### src/rtl/jbt_pkg.sv
// Shared types, codes and character constants of the JSON byte tokenizer.
`default_nettype none

package jbt_pkg;

    // Default sizes of the token table and of the longest document.
    localparam int MAX_TOKENS_DEF     = 64;
    localparam int MAX_TEXT_BYTES_DEF = 65536;

    // Stream word widths.
    localparam int S_TDATA_W = 8;
    localparam int M_TDATA_W = 64;
    localparam int M_TUSER_W = 3;

    // Character codes used by the lexer.
    localparam logic [7:0] CH_TAB      = 8'h09;
    localparam logic [7:0] CH_LF       = 8'h0A;
    localparam logic [7:0] CH_CR       = 8'h0D;
    localparam logic [7:0] CH_SPACE    = 8'd32;
    localparam logic [7:0] CH_DEL      = 8'd127;
    localparam logic [7:0] CH_QUOTE    = 8'h22;
    localparam logic [7:0] CH_COMMA    = 8'h2C;
    localparam logic [7:0] CH_MINUS    = 8'h2D;
    localparam logic [7:0] CH_SLASH    = 8'h2F;
    localparam logic [7:0] CH_COLON    = 8'h3A;
    localparam logic [7:0] CH_LBRACKET = 8'h5B;
    localparam logic [7:0] CH_BSLASH   = 8'h5C;
    localparam logic [7:0] CH_RBRACKET = 8'h5D;
    localparam logic [7:0] CH_LBRACE   = 8'h7B;
    localparam logic [7:0] CH_RBRACE   = 8'h7D;
    localparam logic [7:0] CH_DIGIT_0  = 8'd48;
    localparam logic [7:0] CH_DIGIT_9  = 8'd57;
    localparam logic [7:0] CH_UPPER_A  = 8'd65;
    localparam logic [7:0] CH_UPPER_F  = 8'd70;
    localparam logic [7:0] CH_LOWER_A  = 8'd97;
    localparam logic [7:0] CH_LOWER_F  = 8'd102;
    localparam logic [7:0] CH_B        = 8'h62;
    localparam logic [7:0] CH_F        = 8'h66;
    localparam logic [7:0] CH_N        = 8'h6E;
    localparam logic [7:0] CH_R        = 8'h72;
    localparam logic [7:0] CH_T        = 8'h74;
    localparam logic [7:0] CH_U        = 8'h75;

    // Lexer mode.
    typedef enum logic [2:0] {
        MODE_IDLE,
        MODE_STR,
        MODE_ESC,
        MODE_HEX,
        MODE_PRIM,
        MODE_HALT
    } mode_t;

    // Result event codes.
    typedef enum logic [2:0] {
        EV_OPENED,
        EV_CLOSED,
        EV_STRING,
        EV_PRIM,
        EV_ERROR,
        EV_DONE
    } event_t;

    // Token kinds.
    typedef enum logic [1:0] {
        TK_PRIM,
        TK_STRING,
        TK_OBJECT,
        TK_ARRAY
    } tkind_t;

    // Error codes.
    typedef enum logic [1:0] {
        ERR_NONE,
        ERR_NO_TOKENS,
        ERR_INVALID,
        ERR_PARTIAL
    } err_t;

    // Datapath selectors.
    typedef enum logic [1:0] {PS_KEEP, PS_BP, PS_BP1} ps_sel_t;
    typedef enum logic [1:0] {CS_KEEP, CS_NFT_M1, CS_RD_PARENT, CS_NFT} cs_sel_t;
    typedef enum logic [1:0] {RD_NFT_M1, RD_CS, RD_PARENT} rd_sel_t;
    typedef enum logic [1:0] {PUSH_NEW, PUSH_CLOSED, PUSH_DONE} push_sel_t;

    // Controller states.
    typedef enum logic [3:0] {
        ST_IDLE,
        ST_DISPATCH,
        ST_IDLE_BYTE,
        ST_NEW_CONT,
        ST_NEW_STR,
        ST_NEW_PRIM,
        ST_NEW_EPRIM,
        ST_INC,
        ST_WALK,
        ST_COMMA,
        ST_STRICT,
        ST_ADV,
        ST_END,
        ST_DONE,
        ST_FLUSH
    } ctrl_state_t;

    // One result word, without the last flag.
    typedef struct packed {
        err_t        code;
        logic [6:0]  child;
        logic [6:0]  parent;
        logic [16:0] endp;
        logic [15:0] startp;
        tkind_t      kind;
        logic [5:0]  idx;
        event_t      ev;
    } res_t;

    // Commands from the controller to the datapath.
    typedef struct packed {
        logic      load_byte;
        logic      mode_we;
        mode_t     mode_val;
        logic      hex_load;
        logic      hex_dec;
        ps_sel_t   ps_sel;
        logic      acf_set;
        logic      acf_clr;
        cs_sel_t   cs_sel;
        logic      rd_en;
        rd_sel_t   rd_sel;
        logic      new_tok;
        tkind_t    new_kind;
        logic      new_open;
        logic      close_wr;
        logic      inc_wr;
        logic      open_inc;
        logic      open_dec;
        logic      bp_inc;
        logic      push;
        push_sel_t push_sel;
        event_t    push_ev;
        logic      fail;
        err_t      err_code;
        logic      restart;
        logic      flush;
    } cmd_t;

    // Status from the datapath to the controller.
    typedef struct packed {
        logic   last;
        logic   zero;
        logic   overlong;
        mode_t  mode;
        logic   is_quote;
        logic   is_bslash;
        logic   is_esc_ok;
        logic   is_u;
        logic   is_hex;
        logic   is_ws;
        logic   is_delim;
        logic   is_ctl;
        logic   is_open;
        logic   is_obj_open;
        logic   is_close;
        logic   is_colon;
        logic   is_comma;
        logic   is_prim_start;
        logic   strict;
        logic   can_push;
        logic   nft_zero;
        logic   nft_full;
        logic   cs_valid;
        logic   cs_top;
        logic   acf;
        logic   hex_one;
        logic   rd_open;
        logic   rd_kind_match;
        logic   rd_par_top;
        logic   rd_par_ok;
        tkind_t rd_kind;
        logic   rd_child_zero;
    } status_t;

endpackage

`default_nettype wire

### src/rtl/jbt_ram.sv
// Generic single-write, single-read RAM with registered read data.
`default_nettype none

module jbt_ram #(
    parameter int WIDTH = 8,
    parameter int DEPTH = 64
) (
    input  wire logic                     aclk,
    input  wire logic                     we,
    input  wire logic [$clog2(DEPTH)-1:0] waddr,
    input  wire logic [WIDTH-1:0]         wdata,
    input  wire logic                     re,
    input  wire logic [$clog2(DEPTH)-1:0] raddr,
    output logic      [WIDTH-1:0]         rdata
);

    logic [WIDTH-1:0] mem [DEPTH];

    // Write port and registered read port.
    always_ff @(posedge aclk) begin
        if (we) begin
            mem[waddr] <= wdata;
        end
        if (re) begin
            rdata <= mem[raddr];
        end
    end

endmodule

`default_nettype wire

### src/rtl/jbt_datapath.sv
// Datapath of the JSON byte tokenizer: parse registers, token table and result buffer.
`default_nettype none

module jbt_datapath #(
    parameter int MAX_TOKENS     = jbt_pkg::MAX_TOKENS_DEF,
    parameter int MAX_TEXT_BYTES = jbt_pkg::MAX_TEXT_BYTES_DEF
) (
    input  wire logic                           aclk,
    input  wire logic                           aresetn,
    input  wire logic                           cfg_we,
    input  wire logic                           cfg_wdata,
    input  wire logic [jbt_pkg::S_TDATA_W-1:0]  s_tdata,
    input  wire logic                           s_tlast,
    output logic                                m_tvalid,
    input  wire logic                           m_tready,
    output logic      [jbt_pkg::M_TDATA_W-1:0]  m_tdata,
    output logic      [jbt_pkg::M_TUSER_W-1:0]  m_tuser,
    output logic                                m_tlast,
    input  wire jbt_pkg::cmd_t                  cmd,
    output jbt_pkg::status_t                    status
);

    localparam int IDX_W = (MAX_TOKENS > 1) ? $clog2(MAX_TOKENS) : 1;
    localparam int CNT_W = $clog2(MAX_TOKENS + 1);
    localparam int CS_W  = IDX_W + 1;
    localparam int BP_W  = $clog2(MAX_TEXT_BYTES + 1);

    // Token entry layout, lowest bit first: open, parent, child, end, start, kind.
    localparam int E_PAR_LO  = 1;
    localparam int E_CH_LO   = E_PAR_LO + CS_W;
    localparam int E_END_LO  = E_CH_LO + CNT_W;
    localparam int E_ST_LO   = E_END_LO + BP_W;
    localparam int E_KIND_LO = E_ST_LO + BP_W;
    localparam int ENT_W     = E_KIND_LO + 2;

    logic [7:0]          byte_reg;
    logic                last_in_reg;
    logic                strict_reg;
    logic [CNT_W-1:0]    nft_reg, nft_next;
    logic [CS_W-1:0]     cs_reg, cs_next;
    logic [BP_W-1:0]     bp_reg, bp_next;
    logic                acf_reg, acf_next;
    jbt_pkg::mode_t      mode_reg, mode_next;
    logic [2:0]          hex_reg, hex_next;
    logic [BP_W-1:0]     ps_reg, ps_next;
    logic [CNT_W-1:0]    open_cnt_reg, open_cnt_next;
    logic [IDX_W-1:0]    rd_addr_reg;
    jbt_pkg::res_t       hold_reg, hold_next;
    logic                hold_valid_reg, hold_valid_next;
    jbt_pkg::res_t       out_reg, out_next;
    logic                out_last_reg, out_last_next;
    logic                out_valid_reg, out_valid_next;

    logic [ENT_W-1:0]    rdata, wdata;
    logic [IDX_W-1:0]    raddr, waddr;
    logic                we;
    jbt_pkg::tkind_t     rd_kind;
    logic [BP_W-1:0]     rd_st;
    logic [CNT_W-1:0]    rd_child;
    logic [CS_W-1:0]     rd_par;
    logic                rd_open;
    logic [CNT_W-1:0]    nft_m1;
    logic [BP_W-1:0]     bp_p1;
    logic                out_free;
    logic                is_ws, is_comma, is_colon, is_close;
    jbt_pkg::tkind_t     close_kind;
    jbt_pkg::tkind_t     w_kind;
    logic [BP_W-1:0]     w_st, w_end;
    logic [CNT_W-1:0]    w_child;
    logic [CS_W-1:0]     w_par;
    logic                w_open;
    jbt_pkg::res_t       new_res;
    logic signed [CS_W-1:0] cs_s, rd_par_s;

    assign nft_m1 = nft_reg - CNT_W'(1);
    assign bp_p1  = bp_reg + BP_W'(1);

    // Fields of the entry last read.
    assign rd_kind  = jbt_pkg::tkind_t'(rdata[E_KIND_LO +: 2]);
    assign rd_st    = rdata[E_ST_LO +: BP_W];
    assign rd_child = rdata[E_CH_LO +: CNT_W];
    assign rd_par   = rdata[E_PAR_LO +: CS_W];
    assign rd_open  = rdata[0];
    assign cs_s     = $signed(cs_reg);
    assign rd_par_s = $signed(rd_par);

    // Token table.
    always_comb begin
        case (cmd.rd_sel)
            jbt_pkg::RD_NFT_M1: raddr = nft_m1[IDX_W-1:0];
            jbt_pkg::RD_CS:     raddr = cs_reg[IDX_W-1:0];
            jbt_pkg::RD_PARENT: raddr = rd_par[IDX_W-1:0];
            default:            raddr = cs_reg[IDX_W-1:0];
        endcase
    end

    // Write data: a new token, a closing update or a child count increment.
    always_comb begin
        w_kind  = rd_kind;
        w_st    = rd_st;
        w_end   = rdata[E_END_LO +: BP_W];
        w_child = rd_child;
        w_par   = rd_par;
        w_open  = rd_open;
        waddr   = rd_addr_reg;
        if (cmd.new_tok) begin
            w_kind  = cmd.new_kind;
            w_st    = cmd.new_open ? bp_reg : ps_reg;
            w_end   = cmd.new_open ? '0 : bp_reg;
            w_child = '0;
            w_par   = cs_reg;
            w_open  = cmd.new_open;
            waddr   = nft_reg[IDX_W-1:0];
        end else if (cmd.close_wr) begin
            w_end  = bp_p1;
            w_open = 1'b0;
        end else if (cmd.inc_wr) begin
            w_child = rd_child + CNT_W'(1);
        end
    end

    assign wdata = {w_kind, w_st, w_end, w_child, w_par, w_open};
    assign we    = cmd.new_tok | cmd.close_wr | cmd.inc_wr;

    jbt_ram #(
        .WIDTH(ENT_W),
        .DEPTH(MAX_TOKENS)
    ) u_table (
        .aclk (aclk),
        .we   (we),
        .waddr(waddr),
        .wdata(wdata),
        .re   (cmd.rd_en),
        .raddr(raddr),
        .rdata(rdata)
    );

    always_ff @(posedge aclk) begin
        if (cmd.rd_en) begin
            rd_addr_reg <= raddr;
        end
    end

    // Input word and configuration register.
    always_ff @(posedge aclk) begin
        if (cmd.load_byte) begin
            byte_reg    <= s_tdata;
            last_in_reg <= s_tlast;
        end
    end

    always_ff @(posedge aclk) begin
        if (!aresetn) begin
            strict_reg <= 1'b0;
        end else if (cfg_we) begin
            strict_reg <= cfg_wdata;
        end
    end

    // Parse state next values.
    always_comb begin
        nft_next      = nft_reg;
        cs_next       = cs_reg;
        bp_next       = bp_reg;
        acf_next      = acf_reg;
        mode_next     = mode_reg;
        hex_next      = hex_reg;
        ps_next       = ps_reg;
        open_cnt_next = open_cnt_reg;
        if (cmd.restart) begin
            nft_next      = '0;
            cs_next       = '1;
            bp_next       = '0;
            acf_next      = 1'b0;
            mode_next     = jbt_pkg::MODE_IDLE;
            hex_next      = '0;
            ps_next       = '0;
            open_cnt_next = '0;
        end else begin
            if (cmd.new_tok) begin
                nft_next = nft_reg + CNT_W'(1);
            end
            case (cmd.cs_sel)
                jbt_pkg::CS_NFT_M1:    cs_next = CS_W'(nft_reg) - CS_W'(1);
                jbt_pkg::CS_RD_PARENT: cs_next = rd_par;
                jbt_pkg::CS_NFT:       cs_next = CS_W'(nft_reg);
                default:               cs_next = cs_reg;
            endcase
            if (cmd.bp_inc) begin
                bp_next = bp_p1;
            end
            if (cmd.acf_set) begin
                acf_next = 1'b1;
            end else if (cmd.acf_clr) begin
                acf_next = 1'b0;
            end
            if (cmd.fail) begin
                mode_next = jbt_pkg::MODE_HALT;
            end else if (cmd.mode_we) begin
                mode_next = cmd.mode_val;
            end
            if (cmd.hex_load) begin
                hex_next = 3'd4;
            end else if (cmd.hex_dec) begin
                hex_next = hex_reg - 3'd1;
            end
            case (cmd.ps_sel)
                jbt_pkg::PS_BP:  ps_next = bp_reg;
                jbt_pkg::PS_BP1: ps_next = bp_p1;
                default:         ps_next = ps_reg;
            endcase
            if (cmd.open_inc) begin
                open_cnt_next = open_cnt_reg + CNT_W'(1);
            end else if (cmd.open_dec) begin
                open_cnt_next = open_cnt_reg - CNT_W'(1);
            end
        end
    end

    always_ff @(posedge aclk) begin
        if (!aresetn) begin
            nft_reg      <= '0;
            cs_reg       <= '1;
            bp_reg       <= '0;
            acf_reg      <= 1'b0;
            mode_reg     <= jbt_pkg::MODE_IDLE;
            hex_reg      <= '0;
            ps_reg       <= '0;
            open_cnt_reg <= '0;
        end else begin
            nft_reg      <= nft_next;
            cs_reg       <= cs_next;
            bp_reg       <= bp_next;
            acf_reg      <= acf_next;
            mode_reg     <= mode_next;
            hex_reg      <= hex_next;
            ps_reg       <= ps_next;
            open_cnt_reg <= open_cnt_next;
        end
    end

    // Result word built from the command.
    always_comb begin
        new_res = '0;
        if (cmd.fail) begin
            new_res.ev   = jbt_pkg::EV_ERROR;
            new_res.code = cmd.err_code;
        end else begin
            case (cmd.push_sel)
                jbt_pkg::PUSH_NEW: begin
                    new_res.ev     = cmd.push_ev;
                    new_res.idx    = 6'(nft_reg[IDX_W-1:0]);
                    new_res.kind   = cmd.new_kind;
                    new_res.startp = 16'(cmd.new_open ? bp_reg : ps_reg);
                    new_res.endp   = 17'(cmd.new_open ? '0 : bp_reg);
                    new_res.parent = 7'(cs_s);
                end
                jbt_pkg::PUSH_CLOSED: begin
                    new_res.ev     = jbt_pkg::EV_CLOSED;
                    new_res.idx    = 6'(rd_addr_reg);
                    new_res.kind   = rd_kind;
                    new_res.startp = 16'(rd_st);
                    new_res.endp   = 17'(bp_p1);
                    new_res.parent = 7'(rd_par_s);
                    new_res.child  = 7'(rd_child);
                end
                jbt_pkg::PUSH_DONE: begin
                    new_res.ev    = jbt_pkg::EV_DONE;
                    new_res.child = 7'(nft_reg);
                    new_res.code  = ((mode_reg != jbt_pkg::MODE_IDLE) || (open_cnt_reg != '0))
                                    ? jbt_pkg::ERR_PARTIAL : jbt_pkg::ERR_NONE;
                end
                default: new_res = '0;
            endcase
        end
    end

    // Hold stage and output register; the held word goes out once the next
    // word or the end of the byte tells whether it was the last one.
    assign out_free = !out_valid_reg || m_tready;

    always_comb begin
        hold_next       = hold_reg;
        hold_valid_next = hold_valid_reg;
        out_next        = out_reg;
        out_last_next   = out_last_reg;
        out_valid_next  = out_valid_reg;
        if (m_tready) begin
            out_valid_next = 1'b0;
        end
        if (cmd.push || cmd.fail) begin
            if (hold_valid_reg) begin
                out_next       = hold_reg;
                out_last_next  = 1'b0;
                out_valid_next = 1'b1;
            end
            hold_next       = new_res;
            hold_valid_next = 1'b1;
        end else if (cmd.flush && hold_valid_reg) begin
            out_next        = hold_reg;
            out_last_next   = 1'b1;
            out_valid_next  = 1'b1;
            hold_valid_next = 1'b0;
        end
    end

    always_ff @(posedge aclk) begin
        hold_reg     <= hold_next;
        out_reg      <= out_next;
        out_last_reg <= out_last_next;
        if (!aresetn) begin
            hold_valid_reg <= 1'b0;
            out_valid_reg  <= 1'b0;
        end else begin
            hold_valid_reg <= hold_valid_next;
            out_valid_reg  <= out_valid_next;
        end
    end

    assign m_tvalid = out_valid_reg;
    assign m_tlast  = out_last_reg;
    assign m_tuser  = out_reg.ev;
    assign m_tdata  = {7'b0, out_reg.code, out_reg.child, out_reg.parent, out_reg.endp,
                       out_reg.startp, out_reg.kind, out_reg.idx};

    // Byte classes.
    assign is_ws    = (byte_reg == jbt_pkg::CH_TAB) || (byte_reg == jbt_pkg::CH_CR) ||
                      (byte_reg == jbt_pkg::CH_LF) || (byte_reg == jbt_pkg::CH_SPACE);
    assign is_comma = (byte_reg == jbt_pkg::CH_COMMA);
    assign is_colon = (byte_reg == jbt_pkg::CH_COLON);
    assign is_close = (byte_reg == jbt_pkg::CH_RBRACE) || (byte_reg == jbt_pkg::CH_RBRACKET);
    assign close_kind = (byte_reg == jbt_pkg::CH_RBRACE) ? jbt_pkg::TK_OBJECT
                                                          : jbt_pkg::TK_ARRAY;

    always_comb begin
        status               = '0;
        status.zero          = (byte_reg == 8'd0);
        status.last          = last_in_reg || (byte_reg == 8'd0);
        status.overlong      = (bp_reg >= BP_W'(MAX_TEXT_BYTES));
        status.mode          = mode_reg;
        status.is_quote      = (byte_reg == jbt_pkg::CH_QUOTE);
        status.is_bslash     = (byte_reg == jbt_pkg::CH_BSLASH);
        status.is_esc_ok     = (byte_reg == jbt_pkg::CH_QUOTE) ||
                               (byte_reg == jbt_pkg::CH_SLASH) ||
                               (byte_reg == jbt_pkg::CH_BSLASH) ||
                               (byte_reg == jbt_pkg::CH_B) || (byte_reg == jbt_pkg::CH_F) ||
                               (byte_reg == jbt_pkg::CH_R) || (byte_reg == jbt_pkg::CH_N) ||
                               (byte_reg == jbt_pkg::CH_T);
        status.is_u          = (byte_reg == jbt_pkg::CH_U);
        status.is_hex        = ((byte_reg >= jbt_pkg::CH_DIGIT_0) &&
                                (byte_reg <= jbt_pkg::CH_DIGIT_9)) ||
                               ((byte_reg >= jbt_pkg::CH_UPPER_A) &&
                                (byte_reg <= jbt_pkg::CH_UPPER_F)) ||
                               ((byte_reg >= jbt_pkg::CH_LOWER_A) &&
                                (byte_reg <= jbt_pkg::CH_LOWER_F));
        status.is_ws         = is_ws;
        status.is_delim      = is_ws || is_comma || is_close || (is_colon && !strict_reg);
        status.is_ctl        = (byte_reg < jbt_pkg::CH_SPACE) || (byte_reg >= jbt_pkg::CH_DEL);
        status.is_open       = (byte_reg == jbt_pkg::CH_LBRACE) ||
                               (byte_reg == jbt_pkg::CH_LBRACKET);
        status.is_obj_open   = (byte_reg == jbt_pkg::CH_LBRACE);
        status.is_close      = is_close;
        status.is_colon      = is_colon;
        status.is_comma      = is_comma;
        status.is_prim_start = (byte_reg == jbt_pkg::CH_MINUS) ||
                               ((byte_reg >= jbt_pkg::CH_DIGIT_0) &&
                                (byte_reg <= jbt_pkg::CH_DIGIT_9)) ||
                               (byte_reg == jbt_pkg::CH_T) || (byte_reg == jbt_pkg::CH_F) ||
                               (byte_reg == jbt_pkg::CH_N);
        status.strict        = strict_reg;
        status.can_push      = !hold_valid_reg || out_free;
        status.nft_zero      = (nft_reg == '0);
        status.nft_full      = (nft_reg >= CNT_W'(MAX_TOKENS));
        status.cs_valid      = !cs_reg[CS_W-1];
        status.cs_top        = (cs_reg == '1);
        status.acf           = acf_reg;
        status.hex_one       = (hex_reg == 3'd1);
        status.rd_open       = rd_open;
        status.rd_kind_match = (rd_kind == close_kind);
        status.rd_par_top    = (rd_par == '1);
        status.rd_par_ok     = !rd_par[CS_W-1] && (CNT_W'(rd_par[IDX_W-1:0]) < nft_reg);
        status.rd_kind       = rd_kind;
        status.rd_child_zero = (rd_child == '0);
    end

endmodule

`default_nettype wire

### src/rtl/jbt_ctrl.sv
// Controller state machine of the JSON byte tokenizer.
`default_nettype none

module jbt_ctrl (
    input  wire logic             aclk,
    input  wire logic             aresetn,
    input  wire logic             s_tvalid,
    output logic                  s_tready,
    input  wire jbt_pkg::status_t status,
    output jbt_pkg::cmd_t         cmd
);

    jbt_pkg::ctrl_state_t state_reg, state_next;
    jbt_pkg::ctrl_state_t ret_reg, ret_next;

    // State registers.
    always_ff @(posedge aclk) begin
        if (!aresetn) begin
            state_reg <= jbt_pkg::ST_IDLE;
            ret_reg   <= jbt_pkg::ST_ADV;
        end else begin
            state_reg <= state_next;
            ret_reg   <= ret_next;
        end
    end

    // Next state and commands.
    always_comb begin
        state_next = state_reg;
        ret_next   = ret_reg;
        cmd        = '0;
        s_tready   = 1'b0;
        case (state_reg)
            jbt_pkg::ST_IDLE: begin
                s_tready      = 1'b1;
                cmd.load_byte = s_tvalid;
                if (s_tvalid) begin
                    state_next = jbt_pkg::ST_DISPATCH;
                end
            end

            // Content byte in the current lexer mode.
            jbt_pkg::ST_DISPATCH: begin
                if (status.can_push) begin
                    if (status.zero || (status.mode == jbt_pkg::MODE_HALT)) begin
                        state_next = jbt_pkg::ST_END;
                    end else if (status.overlong) begin
                        cmd.fail     = 1'b1;
                        cmd.err_code = jbt_pkg::ERR_INVALID;
                        state_next   = jbt_pkg::ST_END;
                    end else begin
                        state_next = jbt_pkg::ST_ADV;
                        case (status.mode)
                            jbt_pkg::MODE_STR: begin
                                if (status.is_quote) begin
                                    state_next = jbt_pkg::ST_NEW_STR;
                                end else if (status.is_bslash) begin
                                    cmd.mode_we  = 1'b1;
                                    cmd.mode_val = jbt_pkg::MODE_ESC;
                                end
                            end
                            jbt_pkg::MODE_ESC: begin
                                if (status.is_esc_ok) begin
                                    cmd.mode_we  = 1'b1;
                                    cmd.mode_val = jbt_pkg::MODE_STR;
                                end else if (status.is_u) begin
                                    cmd.hex_load = 1'b1;
                                    cmd.mode_we  = 1'b1;
                                    cmd.mode_val = jbt_pkg::MODE_HEX;
                                end else begin
                                    cmd.fail     = 1'b1;
                                    cmd.err_code = jbt_pkg::ERR_INVALID;
                                end
                            end
                            jbt_pkg::MODE_HEX: begin
                                if (!status.is_hex) begin
                                    cmd.fail     = 1'b1;
                                    cmd.err_code = jbt_pkg::ERR_INVALID;
                                end else begin
                                    cmd.hex_dec = 1'b1;
                                    if (status.hex_one) begin
                                        cmd.mode_we  = 1'b1;
                                        cmd.mode_val = jbt_pkg::MODE_STR;
                                    end
                                end
                            end
                            jbt_pkg::MODE_PRIM: begin
                                if (status.is_delim) begin
                                    state_next = jbt_pkg::ST_NEW_PRIM;
                                end else if (status.is_ctl) begin
                                    cmd.fail     = 1'b1;
                                    cmd.err_code = jbt_pkg::ERR_INVALID;
                                end
                            end
                            default: begin
                                state_next = jbt_pkg::ST_IDLE_BYTE;
                            end
                        endcase
                    end
                end
            end

            // Byte between tokens.
            jbt_pkg::ST_IDLE_BYTE: begin
                if (status.can_push) begin
                    state_next = jbt_pkg::ST_ADV;
                    if (status.is_open) begin
                        cmd.acf_clr = 1'b1;
                        state_next  = jbt_pkg::ST_NEW_CONT;
                    end else if (status.is_close) begin
                        cmd.acf_clr = 1'b1;
                        if (status.nft_zero) begin
                            cmd.fail     = 1'b1;
                            cmd.err_code = jbt_pkg::ERR_INVALID;
                        end else begin
                            cmd.rd_en  = 1'b1;
                            cmd.rd_sel = jbt_pkg::RD_NFT_M1;
                            state_next = jbt_pkg::ST_WALK;
                        end
                    end else if (status.is_quote) begin
                        cmd.ps_sel   = jbt_pkg::PS_BP1;
                        cmd.mode_we  = 1'b1;
                        cmd.mode_val = jbt_pkg::MODE_STR;
                    end else if (status.is_ws) begin
                        cmd.bp_inc = 1'b0;
                    end else if (status.is_colon) begin
                        if (!status.acf) begin
                            cmd.cs_sel  = jbt_pkg::CS_NFT_M1;
                            cmd.acf_set = 1'b1;
                        end
                    end else if (status.is_comma) begin
                        cmd.acf_clr = 1'b1;
                        if (status.cs_valid) begin
                            cmd.rd_en  = 1'b1;
                            cmd.rd_sel = jbt_pkg::RD_CS;
                            state_next = jbt_pkg::ST_COMMA;
                        end
                    end else if (status.strict && !status.is_prim_start) begin
                        cmd.fail     = 1'b1;
                        cmd.err_code = jbt_pkg::ERR_INVALID;
                    end else if (status.strict && status.cs_valid) begin
                        cmd.rd_en  = 1'b1;
                        cmd.rd_sel = jbt_pkg::RD_CS;
                        state_next = jbt_pkg::ST_STRICT;
                    end else if (status.is_ctl) begin
                        cmd.fail     = 1'b1;
                        cmd.err_code = jbt_pkg::ERR_INVALID;
                    end else begin
                        cmd.ps_sel   = jbt_pkg::PS_BP;
                        cmd.mode_we  = 1'b1;
                        cmd.mode_val = jbt_pkg::MODE_PRIM;
                    end
                end
            end

            // New token: container, string, primitive or primitive at end of text.
            jbt_pkg::ST_NEW_CONT, jbt_pkg::ST_NEW_STR, jbt_pkg::ST_NEW_PRIM,
            jbt_pkg::ST_NEW_EPRIM: begin
                if (status.can_push) begin
                    if (status.nft_full) begin
                        cmd.fail     = 1'b1;
                        cmd.err_code = jbt_pkg::ERR_NO_TOKENS;
                        state_next   = (state_reg == jbt_pkg::ST_NEW_EPRIM) ?
                                       jbt_pkg::ST_END : jbt_pkg::ST_ADV;
                    end else begin
                        cmd.new_tok  = 1'b1;
                        cmd.push     = 1'b1;
                        cmd.push_sel = jbt_pkg::PUSH_NEW;
                        case (state_reg)
                            jbt_pkg::ST_NEW_CONT: begin
                                cmd.new_open = 1'b1;
                                cmd.new_kind = status.is_obj_open ? jbt_pkg::TK_OBJECT
                                                                  : jbt_pkg::TK_ARRAY;
                                cmd.push_ev  = jbt_pkg::EV_OPENED;
                                cmd.cs_sel   = jbt_pkg::CS_NFT;
                                cmd.open_inc = 1'b1;
                                ret_next     = jbt_pkg::ST_ADV;
                            end
                            jbt_pkg::ST_NEW_STR: begin
                                cmd.new_kind = jbt_pkg::TK_STRING;
                                cmd.push_ev  = jbt_pkg::EV_STRING;
                                ret_next     = jbt_pkg::ST_ADV;
                            end
                            jbt_pkg::ST_NEW_PRIM: begin
                                cmd.new_kind = jbt_pkg::TK_PRIM;
                                cmd.push_ev  = jbt_pkg::EV_PRIM;
                                ret_next     = jbt_pkg::ST_IDLE_BYTE;
                            end
                            default: begin
                                cmd.new_kind = jbt_pkg::TK_PRIM;
                                cmd.push_ev  = jbt_pkg::EV_PRIM;
                                ret_next     = jbt_pkg::ST_DONE;
                            end
                        endcase
                        if (state_reg != jbt_pkg::ST_NEW_CONT) begin
                            cmd.acf_clr  = 1'b1;
                            cmd.mode_we  = 1'b1;
                            cmd.mode_val = jbt_pkg::MODE_IDLE;
                        end
                        // The enclosing token gains a child.
                        if (status.cs_valid) begin
                            cmd.rd_en  = 1'b1;
                            cmd.rd_sel = jbt_pkg::RD_CS;
                            state_next = jbt_pkg::ST_INC;
                        end else begin
                            state_next = ret_next;
                        end
                    end
                end
            end

            jbt_pkg::ST_INC: begin
                cmd.inc_wr = 1'b1;
                state_next = ret_reg;
            end

            // Closing bracket: follow parent links from the newest token.
            jbt_pkg::ST_WALK: begin
                if (status.can_push) begin
                    state_next = jbt_pkg::ST_ADV;
                    if (status.rd_open) begin
                        if (!status.rd_kind_match) begin
                            cmd.fail     = 1'b1;
                            cmd.err_code = jbt_pkg::ERR_INVALID;
                        end else begin
                            cmd.close_wr = 1'b1;
                            cmd.cs_sel   = jbt_pkg::CS_RD_PARENT;
                            cmd.open_dec = 1'b1;
                            cmd.push     = 1'b1;
                            cmd.push_sel = jbt_pkg::PUSH_CLOSED;
                        end
                    end else if (status.rd_par_top) begin
                        if (!status.rd_kind_match || status.cs_top) begin
                            cmd.fail     = 1'b1;
                            cmd.err_code = jbt_pkg::ERR_INVALID;
                        end
                    end else if (!status.rd_par_ok) begin
                        cmd.fail     = 1'b1;
                        cmd.err_code = jbt_pkg::ERR_INVALID;
                    end else begin
                        cmd.rd_en  = 1'b1;
                        cmd.rd_sel = jbt_pkg::RD_PARENT;
                        state_next = jbt_pkg::ST_WALK;
                    end
                end
            end

            // Comma after a key or value leaf moves back to its container.
            jbt_pkg::ST_COMMA: begin
                if ((status.rd_kind == jbt_pkg::TK_PRIM) ||
                    (status.rd_kind == jbt_pkg::TK_STRING)) begin
                    cmd.cs_sel = jbt_pkg::CS_RD_PARENT;
                end
                state_next = jbt_pkg::ST_ADV;
            end

            // Strict mode: a primitive may not be a key.
            jbt_pkg::ST_STRICT: begin
                if (status.can_push) begin
                    state_next = jbt_pkg::ST_ADV;
                    if ((status.rd_kind == jbt_pkg::TK_OBJECT) ||
                        ((status.rd_kind == jbt_pkg::TK_STRING) && !status.rd_child_zero)) begin
                        cmd.fail     = 1'b1;
                        cmd.err_code = jbt_pkg::ERR_INVALID;
                    end else if (status.is_ctl) begin
                        cmd.fail     = 1'b1;
                        cmd.err_code = jbt_pkg::ERR_INVALID;
                    end else begin
                        cmd.ps_sel   = jbt_pkg::PS_BP;
                        cmd.mode_we  = 1'b1;
                        cmd.mode_val = jbt_pkg::MODE_PRIM;
                    end
                end
            end

            jbt_pkg::ST_ADV: begin
                cmd.bp_inc = 1'b1;
                state_next = jbt_pkg::ST_END;
            end

            // End of the byte, and of the document when the byte is the last one.
            jbt_pkg::ST_END: begin
                if (!status.last) begin
                    state_next = jbt_pkg::ST_FLUSH;
                end else if (status.mode == jbt_pkg::MODE_HALT) begin
                    cmd.restart = 1'b1;
                    state_next  = jbt_pkg::ST_FLUSH;
                end else if ((status.mode == jbt_pkg::MODE_PRIM) && !status.strict) begin
                    state_next = jbt_pkg::ST_NEW_EPRIM;
                end else begin
                    state_next = jbt_pkg::ST_DONE;
                end
            end

            jbt_pkg::ST_DONE: begin
                if (status.can_push) begin
                    cmd.push     = 1'b1;
                    cmd.push_sel = jbt_pkg::PUSH_DONE;
                    cmd.restart  = 1'b1;
                    state_next   = jbt_pkg::ST_FLUSH;
                end
            end

            // Release the held word marked as the last of this byte.
            jbt_pkg::ST_FLUSH: begin
                if (status.can_push) begin
                    cmd.flush  = 1'b1;
                    state_next = jbt_pkg::ST_IDLE;
                end
            end

            default: begin
                state_next = jbt_pkg::ST_IDLE;
            end
        endcase
    end

endmodule

`default_nettype wire

### src/rtl/json_byte_tokenizer_unit.sv
// Top level of the JSON byte tokenizer.
`default_nettype none

// Streaming JSON tokenizer. Bytes of text arrive one word at a time on the
// s_ channel (s_tlast marks the last byte of a document, a zero byte also
// ends it); the m_ channel delivers one word per event: opened and closed
// containers, finished strings and primitives, errors and the done word at
// the end of a document, with m_tlast on the final word caused by one byte.
// The block handles one byte at a time. A byte between tokens also passes
// the between-token state, which a byte inside a string or a primitive
// skips. Writing a token adds a step, and one more when an enclosing
// container counts it as a child; a primitive ended by a delimiter then also
// passes the between-token state for that delimiter. A comma inside a
// container adds a table read, a primitive started inside a container in
// strict mode adds one, and a closing bracket adds one for each token visited
// on the way to its open container, as each step uses the single read port
// of the token table. The end of a document adds a step for the done word,
// plus the token steps of a primitive finished there. Results wait in a hold
// stage and an output register, so a stalled m_ channel only pauses the
// block. strict_mode must be written through cfg_we and cfg_wdata only while
// no document byte is in flight; the block itself does not enforce this.
module json_byte_tokenizer_unit #(
    parameter int MAX_TOKENS     = jbt_pkg::MAX_TOKENS_DEF,
    parameter int MAX_TEXT_BYTES = jbt_pkg::MAX_TEXT_BYTES_DEF
) (
    input  wire logic                          aclk,
    input  wire logic                          aresetn,
    input  wire logic                          cfg_we,
    input  wire logic                          cfg_wdata,
    input  wire logic                          s_tvalid,
    output logic                               s_tready,
    input  wire logic [jbt_pkg::S_TDATA_W-1:0] s_tdata,   // text_byte[7:0]
    input  wire logic                          s_tlast,   // end_of_text
    output logic                               m_tvalid,
    input  wire logic                          m_tready,
    // token_index[5:0], token_kind[7:6], start_pos[23:8], end_pos[40:24],
    // parent_index[47:41], child_count[54:48], error_code[56:55], zeros above
    output logic      [jbt_pkg::M_TDATA_W-1:0] m_tdata,
    output logic      [jbt_pkg::M_TUSER_W-1:0] m_tuser,   // event_kind[2:0]
    output logic                               m_tlast    // last_result
);

    jbt_pkg::cmd_t    cmd;
    jbt_pkg::status_t status;

    jbt_ctrl u_ctrl (
        .aclk    (aclk),
        .aresetn (aresetn),
        .s_tvalid(s_tvalid),
        .s_tready(s_tready),
        .status  (status),
        .cmd     (cmd)
    );

    jbt_datapath #(
        .MAX_TOKENS    (MAX_TOKENS),
        .MAX_TEXT_BYTES(MAX_TEXT_BYTES)
    ) u_datapath (
        .aclk     (aclk),
        .aresetn  (aresetn),
        .cfg_we   (cfg_we),
        .cfg_wdata(cfg_wdata),
        .s_tdata  (s_tdata),
        .s_tlast  (s_tlast),
        .m_tvalid (m_tvalid),
        .m_tready (m_tready),
        .m_tdata  (m_tdata),
        .m_tuser  (m_tuser),
        .m_tlast  (m_tlast),
        .cmd      (cmd),
        .status   (status)
    );

endmodule

`default_nettype wire
### config.mk
export PLATFORM = sky130hd
export DESIGN_NAME = json_byte_tokenizer_unit
export DESIGN_NICKNAME = d
export VERILOG_FILES = /design/src/rtl/jbt_pkg.sv /design/src/rtl/jbt_ram.sv /design/src/rtl/jbt_datapath.sv /design/src/rtl/jbt_ctrl.sv /design/src/rtl/json_byte_tokenizer_unit.sv
export SDC_FILE = /design/constraint.sdc
export NUM_CORES = 2
export LEC_CHECK = 0
export BUFFER_PORTS_ARGS = -buffer_cell sky130_fd_sc_hd__buf_4
export CAP_MARGIN = 20
export CORE_ASPECT_RATIO = 1.75
export CORE_MARGIN = 4
export CORE_UTILIZATION = 45
export DETAILED_ROUTE_END_ITERATION = 7
export GPL_TIMING_DRIVEN = 1
export RECOVER_POWER = 25
export SLEW_MARGIN = 20
export SYNTH_ARGS = -nofsm -noshare
export SYNTH_HDL_FRONTEND = slang
export SYNTH_HIERARCHICAL = 1
export SYNTH_SLANG_ARGS = --single-unit
export TNS_END_PERCENT = 5
### constraint.sdc
create_clock -name aclk -period 9.91 [get_ports aclk]
set_clock_uncertainty 0.15 [all_clocks]
set_input_delay 1.982 -clock aclk [delete_from_list [all_inputs] [get_ports aclk]]
set_output_delay 1.982 -clock aclk [all_outputs]
set_load 0.01 [all_outputs]
==> run metrics <==
outcome finished with violations; failing checks max-capacitance violations, max-slew violations; YS warnings 6; Worst EP arrival 8.24 ns; total grt overflow 0; TritonCTS Buffers 201; Avg Vias per Cell 6.106; Max clock buf depth 4; Fin. Hold Viols 0; first-pass GRT wire length 346.8 mm; Hold Buf Count CTS 0; vias in the first global route 47.13k; routed length per instance 31.84 um; core footprint 0.2056 mm2; Post-Route WL 240.1 mm; RR Endpoint u_datapath/u_table/rdata[32]$_DFFE_PP_; GRT Util Overall 0.2218; Sink Count 2,352; max cap viols 21; commonest non-fill, non-tap cells in the layout 2,281 x edfxtp_1, 571 x mux4_2, 204 x clkbuf_16; CTS tree built; Hold Path End u_datapath/m_tdata[56]$_DFFE_PP_; type of origin of the critical path primary input; hold path startpoint u_datapath/hold_reg[59]$_DFFE_PN_; CP Max Fanout 55; f_max 0.1276 GHz; Initial DRC Count 4,618; Least-Margin Pin Slew 3.588 ns; Worst R2R Setup Slack 2.94 ns; maximum vdd ir drop 0.1356 mV; hold path cells 0; post-CTS sizing 0; Final Max Tran Viols 1,103; Post-DRT Antenna Nets 0; Layout area overhead 10.92%; cell count of the worst reg-to-reg path 15; Port Buffer Count 77; max reg flops 2,112; Worst-Skew Late Latency 0.84 ns; root buffer cell clkbuf_16; # DRC 0; Die X 352.0 um; Hold Crit Class reg -> reg; global placement routability congestion 0.8648; clock slew at reported path FFs 0.07 ns; 1st-pass router iterations 7; FF+latch area 0.06992 mm2; Max-slew headroom -1.392; Total Power 23.57 mW; CP required 10.31 ns; Cells after Synth 4,700; H-tree level count 4; DP HPWL 143.7 mm; Sum Neg Setup Slack 0 ns; Final setup viols 0; kind of critical path in -> reg; layout cell share with drive strength beyond 1 0.2431; crit end category flip-flop; die area 0.2147 mm2; post-CTS setup buffer count 0; largest net degree at the start of global routing 117; RSZ-0062 raised after global routing false; PD cells 228.0 mW/mm2; area of the multi-input gates 0.02200 mm2; io pins 85; filler cell count in the final layout 16.33k; Avg Inst Size Synth 19.83 um2; nets 4,763; chip height 610.0 um; Post-Syn Area 0.09320 mm2; Critical R2R Launch u_datapath/m_tvalid$_SDFF_PN0_; initial core utilization 0.4532; commonest non-fill, non-tap cell in the layout edfxtp_1; period utilisation layout 0.7909; Vias 46.04k; final period demand of the worst path 7.837 ns; row cnt 220; antenna violations before repair 1; P_leak 32.43 nW
[layer usage]
layer	share of wire	wire (um)	track usage	vias up
li1	-	-	-	19200
met1	0.36	85590	0.2656	24800
met2	0.55	133200	0.4192	1693
met3	0.056	13510	0.02383	350
met4	0.032	7781	0.06819	0
met5	0	0	0	-
[area by class of cell]
type                    count  area share
repair buffers            216     0.01429
multi-input cells        1913      0.2128
flip-flops and latches   2352      0.6763
clock buffers             239     0.05104
inverters                  39    0.001416
clock inverters           116     0.01185
well taps                2664     0.03224
diodes                      1  0.00002421
[worst max-delay path, stage by stage]
cell and delay (ns):
clkbuf_4 0.10, nor2b_1 0.05, nand2_1 0.35, nor3b_1 0.51, and2_0 1.39, a21oi_1 0.12
nor2b_1 0.20, buf_4 0.26, nand2_1 0.13, o21ai_4 0.20, buf_4 0.75, buf_4 0.67
mux4_2 0.40, mux4_2 0.48, o22ai_1 0.40, nor2_1 0.09
[worst max-delay path by stage]
stage / start / endpoint / cells past startpoint
CTS: u_datapath/nft_reg[1]$_SDFFE_PP0P_ / u_datapath/u_table/rdata[46]$_DFFE_PP_ / 16
global route: m_tready / u_datapath/u_table/rdata[32]$_DFFE_PP_ / 16
finish: m_tready / u_datapath/u_table/rdata[32]$_DFFE_PP_ / 16
floorplan: m_tready / u_datapath/u_table/mem[48][0]$_DFFE_PP_ / 10
global placement: m_tready / u_datapath/u_table/rdata[46]$_DFFE_PP_ / 16
detailed placement: m_tready / u_datapath/u_table/rdata[9]$_DFFE_PP_ / 14
[stage by stage]
stage	cell area [um2]	worst slack [ns]	util	instances	hold slack (ns)
2_1_floorplan	93220	2.964	-	4706	0.2503
3_3_place_gp	97180	2.463	0.4726	7182	0.2511
3_5_place_dp	97240	2.432	0.4729	7184	0.2545
4_1_cts	103700	3.151	0.5045	7539	0.2643
5_1_grt	103400	1.649	0.5028	7540	0.2701
6_report	103400	2.073	0.5028	7540	0.2635
[power breakdown]
part           switching [mW]  total (mW)  internal, mW
combinational            2.40        3.92          1.53
clock                    3.52        7.97          4.45
sequential              0.137        11.7          11.5
total                    6.05        23.6          17.5
No activity file was read; power rests on OpenSTA's default activity.
